[src/sv/rpj_pkg.sv]
// Shared types, constants and helpers for the disparity reprojection core.
// Used by every module of the block; depends on nothing.
package rpj_pkg;

   // Matrix register file: eight 64-bit words, two Q16.16 entries each.
   localparam int NUM_REGS    = 8;
   localparam int CSR_INDEX_W = 4;
   localparam int CSR_DATA_W  = 64;

   // Field widths.
   localparam int COL_W   = 11;
   localparam int ROW_W   = 11;
   localparam int DISP_W  = 16;
   localparam int MASK_W  = 8;
   localparam int COLOR_W = 24;
   localparam int POINT_W = 32;

   // Product and Q.20 row-sum widths; each sum stays below 2^48 in magnitude.
   localparam int PROD_W = 48;
   localparam int SUM_W  = 50;
   localparam int MAG_W  = 48;
   localparam int NUM_W  = 64;
   localparam int QUO_W  = 32;

   localparam int QUEUE_DEPTH = 4;

   localparam int DEFAULT_MAX_WIDTH  = 2048;
   localparam int DEFAULT_MAX_HEIGHT = 2048;

   localparam logic [MASK_W-1:0] MASK_USED = 8'd255;

   typedef enum logic [1:0] {
      STATUS_OK    = 2'd0,
      STATUS_SKIP  = 2'd1,
      STATUS_WZERO = 2'd2
   } status_type;

   // Word handed from the front end to the back end through the queue.
   typedef struct packed {
      logic                        skip;
      logic signed [SUM_W-1:0]     sum_x;
      logic signed [SUM_W-1:0]     sum_y;
      logic signed [SUM_W-1:0]     sum_z;
      logic signed [SUM_W-1:0]     sum_w;
      logic        [COLOR_W-1:0]   color_rgb;
   } queue_word_type;

   // Queue fill status seen by both sides.
   typedef struct packed {
      logic full;
      logic empty;
   } queue_status_type;

   // Magnitude of a row sum; it always fits in MAG_W bits.
   function automatic logic [MAG_W-1:0] sum_mag(input logic signed [SUM_W-1:0] v);
      logic [SUM_W-1:0] m;
      m = v[SUM_W-1] ? SUM_W'(-v) : SUM_W'(v);
      return m[MAG_W-1:0];
   endfunction

endpackage

[src/sv/rpj_queue.sv]
// Short queue between the front end and the back end.
// Depends on rpj_pkg for the word type and depth.
module rpj_queue #(
   parameter int DEPTH = rpj_pkg::QUEUE_DEPTH
) (
   input  logic                       clock,
   input  logic                       reset,
   input  logic                       push,
   input  rpj_pkg::queue_word_type    push_word,
   input  logic                       pop,
   output rpj_pkg::queue_word_type    pop_word,
   output rpj_pkg::queue_status_type  status
);
   import rpj_pkg::*;

   localparam int PTR_W = $clog2(DEPTH);
   localparam int CNT_W = $clog2(DEPTH + 1);

   queue_word_type     slot_ff [DEPTH];
   logic [PTR_W-1:0]   wr_ptr_ff, wr_ptr_in;
   logic [PTR_W-1:0]   rd_ptr_ff, rd_ptr_in;
   logic [CNT_W-1:0]   count_ff, count_in;

   assign status.full  = (count_ff == CNT_W'(DEPTH));
   assign status.empty = (count_ff == '0);
   assign pop_word     = slot_ff[rd_ptr_ff];

   // Pointer wrap and fill count.
   always_comb begin
      wr_ptr_in = wr_ptr_ff;
      rd_ptr_in = rd_ptr_ff;
      count_in  = count_ff;
      if (push) begin
         wr_ptr_in = (wr_ptr_ff == PTR_W'(DEPTH - 1)) ? '0 : wr_ptr_ff + 1'b1;
      end
      if (pop) begin
         rd_ptr_in = (rd_ptr_ff == PTR_W'(DEPTH - 1)) ? '0 : rd_ptr_ff + 1'b1;
      end
      if (push && !pop) begin
         count_in = count_ff + 1'b1;
      end else if (pop && !push) begin
         count_in = count_ff - 1'b1;
      end
   end

   always_ff @(posedge clock) begin
      if (reset) begin
         wr_ptr_ff <= '0;
         rd_ptr_ff <= '0;
         count_ff  <= '0;
      end else begin
         wr_ptr_ff <= wr_ptr_in;
         rd_ptr_ff <= rd_ptr_in;
         count_ff  <= count_in;
      end
   end

   always_ff @(posedge clock) begin
      if (push) begin
         slot_ff[wr_ptr_ff] <= push_word;
      end
   end

endmodule

[config.mk]
export PLATFORM = sky130hd
export DESIGN_NAME = rpj_queue
export DESIGN_NICKNAME = d
export VERILOG_FILES = /design/src/sv/rpj_pkg.sv /design/src/sv/rpj_queue.sv
export SDC_FILE = /design/constraint.sdc
export NUM_CORES = 1
export LEC_CHECK = 0
export ABC_AREA = 1
export BUFFER_PORTS_ARGS = -buffer_cell sky130_fd_sc_hd__clkbuf_2
export CORE_ASPECT_RATIO = 0.5
export CORE_UTILIZATION = 55
export DETAILED_ROUTE_END_ITERATION = 10
export PLACE_DENSITY = 0.77
export SYNTH_ARGS = -nofsm -noshare
export SYNTH_HDL_FRONTEND = slang
export SYNTH_SLANG_ARGS = --single-unit
[constraint.sdc]
create_clock -name clock -period 7.1 [get_ports clock]
set_clock_uncertainty 0.05 [all_clocks]
set_input_delay 1.065 -clock clock [delete_from_list [all_inputs] [get_ports clock]]
set_output_delay 1.065 -clock clock [all_outputs]
set_load 0.005 [all_outputs]
==> Word level (Yosys, flattened, before mapping) <==
Memory sizes are Yosys's and may differ from the RTL's. A register that Yosys moved wholly into a read port is not among the register bits.
Cells that the tools add are included.
{ "totals": {"memories": 1, "mem_bits_rw": 900, "inputBits": 229, "out_inout_bits": 227, "reg_bits": 7} }
{ "op_classes": {"n_eq_ne": 3, "addsub": 4, "mux": 8, "n_reduce_logical": 6} }
{ "memory_table": {"columns": ["name", "words", "width", "rd", "rd_ports_with_merged_regs", "wr", "line", "text"], "rows": [
  ["slot_ff", 4, 225, 1, 1, 1, "rpj_queue.sv:19", "queue_word_type slot_ff [DEPTH];"]
]} }
{ "op_table": {"columns": ["operator", "n"], "rows": [
  ["$mux 2", 4],
  ["$mux 3", 2],
  ["$add 2x1->2 const B", 2],
  ["$eq 2x2->1 const B", 2],
  ["$add 3x1->3 const B", 1],
  ["$eq 3x3->1 const B", 1],
  ["$logic_not 3->1", 1],
  ["$sub 3x1->3 const B", 1],
  ["$logic_and 1x1->1", 2],
  ["$logic_not 1->1", 2],
  ["$mux 1", 2],
  ["$reduce_bool 2->1", 1]
]} }

==> Logic depth before layout (Yosys ltp) <==
{ "logic_depth": {"ltp_word": 4, "ltp_mapped": 10, "ltp_nobuf": 10} }

==> Worst setup path before layout <==
Ideal clock, no wire load.
{ "synth_path": {"path_kind": "input -> register", "startpoint": "input push", "endpoint": "memory slot_ff[3][0] in the netlist's numbering, enable pin", "setup_time_ns": 0.576, "setup_slack_ns": 1.053, "arrival_ns": 5.420, "path_buffers": 0, "path_stages": 2, "cell_sequence": "nand2_1 > inv_1"} }
{ "synth_via": {"elab_chain_len": 2} }
{ "synth_rtl": {"columns": ["item", "line", "text"], "rows": [
  ["start: declaration", "rpj_queue.sv:8", "input logic push,"],
  ["$mux 1", "rpj_queue.sv:59", "if (push) begin"],
  ["$mux 1 (implied by the code)", "rpj_queue.sv:60", "slot_ff[wr_ptr_ff] <= push_word;"],
  ["end: declaration", "rpj_queue.sv:19", null]
]} }
No other way between the ends.

==> reports/metrics.cfg <==
[floorplanning]
dieArea_mm2=0.0623
pin_count=456
coreArea_mm2=0.0599
chipWidth_um=352
placementRows=63
start_util=0.563
die_h_um=177

[synthesis]
synth_top_family_by_area=compound AO/OA/AOI/OAI gates
synthAdderAreaFrac=0.00282
synth_compound_area_frac=0.109
ys.warnings.count=0
synth_area_leader_cell=edfxtp_1
ys_seq_area_frac=0.807
synth_cells=2234
avgSynthCellArea_um2=15.1
synthSimpleGateAreaFrac=0.0528
synth_seq_cells=909
synth_mux_area_frac=0
synth_xor_xnor_area_share=0.000260
ys_types=21
netlist.area_leader.share=0.802
syn_nets=2470
synth.area.top_cells=edfxtp_1 80%, o21ai_0 6.0%, nor2_1 5.1%
netlist_area_mm2=0.0337

[sta]
timing.final.crit_share=0.720
finalSetupViolCount=0
setup_tns_ns=0
final.min_clock_period_ns=5.11
rsz0062_at_grt=no
max_slew.worst_pin.slew_ns=1.13
maxSlewHeadroom=0.250
slew_viol_final=0
fin_hold_ws_ns=0.489
hold_viol_final=0
clock.fmax_mhz=196

[grt]
grt_max_degree=245
track_usage=0.236
overflow=0
antenna_found_initial=22
grt_pass1_wl_um=112000
grt_pass1_vias=19500

[final_layout]
drive_above_1_share=0.217
syn2layout_area_growth_pct=15.4
fillers=4156
finish.instance_area_mm2=0.0389
layout.nets=2874

[place]
portBuffers=455
place_hpwl_um=42400
placed_area_mm2=0.0364
gp_congestion=0.798

[setup_path]
cpMostUsedCell=buf_4
path_cells=buf_4 -> buf_4 -> o21ai_0 -> o22ai_1 -> clkbuf_2
crit_type=reg -> out
cp.arrival_ns=4.00
crit_fanout=105
critPathRequiredTime_ns=5.98
critPathLaunchType=flop
crit_family=buffers and inverters
cpMaxStageDelayCell=buf_4
worstPathBufferInverterCount=3
endpoint_kind=primary output
slowest_delay_ns=0.92

[cts]
root_buffer=clkbuf_16
cts_resized=0
numCtsBuffers=77
cts.clk_slew.worst_paths_ns=0.06
cts_max_path_buffers=3
cts_htree_levels=3
cts_tree=yes
ctsHoldBuffers=0
clock-sinks=909
clk_latency_ns=0.60
post_cts_buffers=0

[detailed_routing]
first_iter_violations=2062
via_count=20500
avgRoutedWirePerCell_um=21.6
wl_um=76300
drc=0
drtPass1Iterations=6
vias_per_cell=5.79
ant_nets=0

[power_and_ir_drop]
max-vdd-ir-drop_mv=0.160
cellLeakagePower_nw=13.5
powerDensity_mw_per_mm2=294

[run_status]
status=finished clean

[min_path]
hold_class=reg -> reg

[flow_run]
maxCapViolCount=0

## worst reg2reg max path: stages (launching register included)
cell and delay, ns:
dfxtp_1 0.39, ha_1 0.20, nand2_1 0.13, inv_8 0.62, buf_12 0.64
## cell families (layout without fill, tap and decap cells)
family                     count (synthesis)  after routing
and+or+nand+nor                          472            472
other                                      0             23
DFF                                      909            909
buffers and inverters                    164            631
AOI/OAI and AO/OA                        681            681
xor gates and xnor gates                   1              1
adders and majority gates                  7              7
## Yosys cell counts (all sizes together)
| library cell | n |
|---|---|
| edfxtp | 900 |
| nor2 | 458 |
| o21ai | 453 |
| o22ai | 225 |
| buf | 85 |
| clkbuf | 63 |
| inv | 16 |
| dfxtp | 9 |
| nand2 | 8 |
| ha | 6 |
| nor3 | 4 |
| a21oi | 3 |
| fa | 1 |
| nand3 | 1 |
| nand4 | 1 |
| xor2 | 1 |
## area by class of cell
type / instances / area [um2] / area share
tap: 812 / 1020 / 0.0261
multi-input combinational: 1161 / 5570 / 0.143
clock inverter: 47 / 482 / 0.0124
antenna: 23 / 57.6 / 0.00148
timing repair buffer: 473 / 2450 / 0.0630
clock buffer: 95 / 2020 / 0.0518
inverter: 16 / 108 / 0.00276
sequential: 909 / 27200 / 0.699
## through the flow
stage          total power [mW]  std cells  utilization  setup WS [ns]
4_1_cts                    11.5       3513        0.649           1.96
2_1_floorplan              6.88       2234            -           1.05
3_5_place_dp               7.35       3371        0.607           2.60
3_3_place_gp               7.32       3371        0.607           2.75
6_report                   11.5       3536        0.650           1.99
5_1_grt                    11.8       3535        0.650           1.68
## placed cells by master, fill, tap and decap left out, drive strengths merged
master    count
o22ai       225
buf          18
clkinv       29
inv          21
nand4         1
dfxtp         9
diode        23
o21ai       453
ha            6
clkbuf      550
a21oi         3
nor2        458
fa            1
xor2          1
edfxtp      900
nor3          4
nand2         8
clkinvlp      4
bufinv        9
nand3         1
## power breakdown
group          internal, mW  switching, mW
logic                 0.338          0.687
clock network          2.36           1.86
registers              6.14         0.0652
## worst paths after layout
path | startpoint | depth (start not counted) | slack (ns) | endpoint
max | flop | 5 | 1.99 | pop_word[95]
max reg2reg | wr_ptr_ff[0] | 4 | 4.49 | slot_ff[3][157]
min reg2reg | rd_ptr_ff[1] | 2 | 0.49 | flop
min | rd_ptr_ff[1] | 2 | 0.49 | flop
## per-layer routing
metal  track usage  share of wire
met2         0.405           0.53
met5             0        0.00022
met3        0.0358          0.048
met4         0.130          0.048
met1         0.292           0.38
## sequential cells by signal, indices dropped and copies added (netlist names), named ones only
signal and count:
rd_ptr_ff 2, wr_ptr_ff 2, count_ff 3, slot_ff 900
No activity file was read; power rests on OpenSTA's default activity.
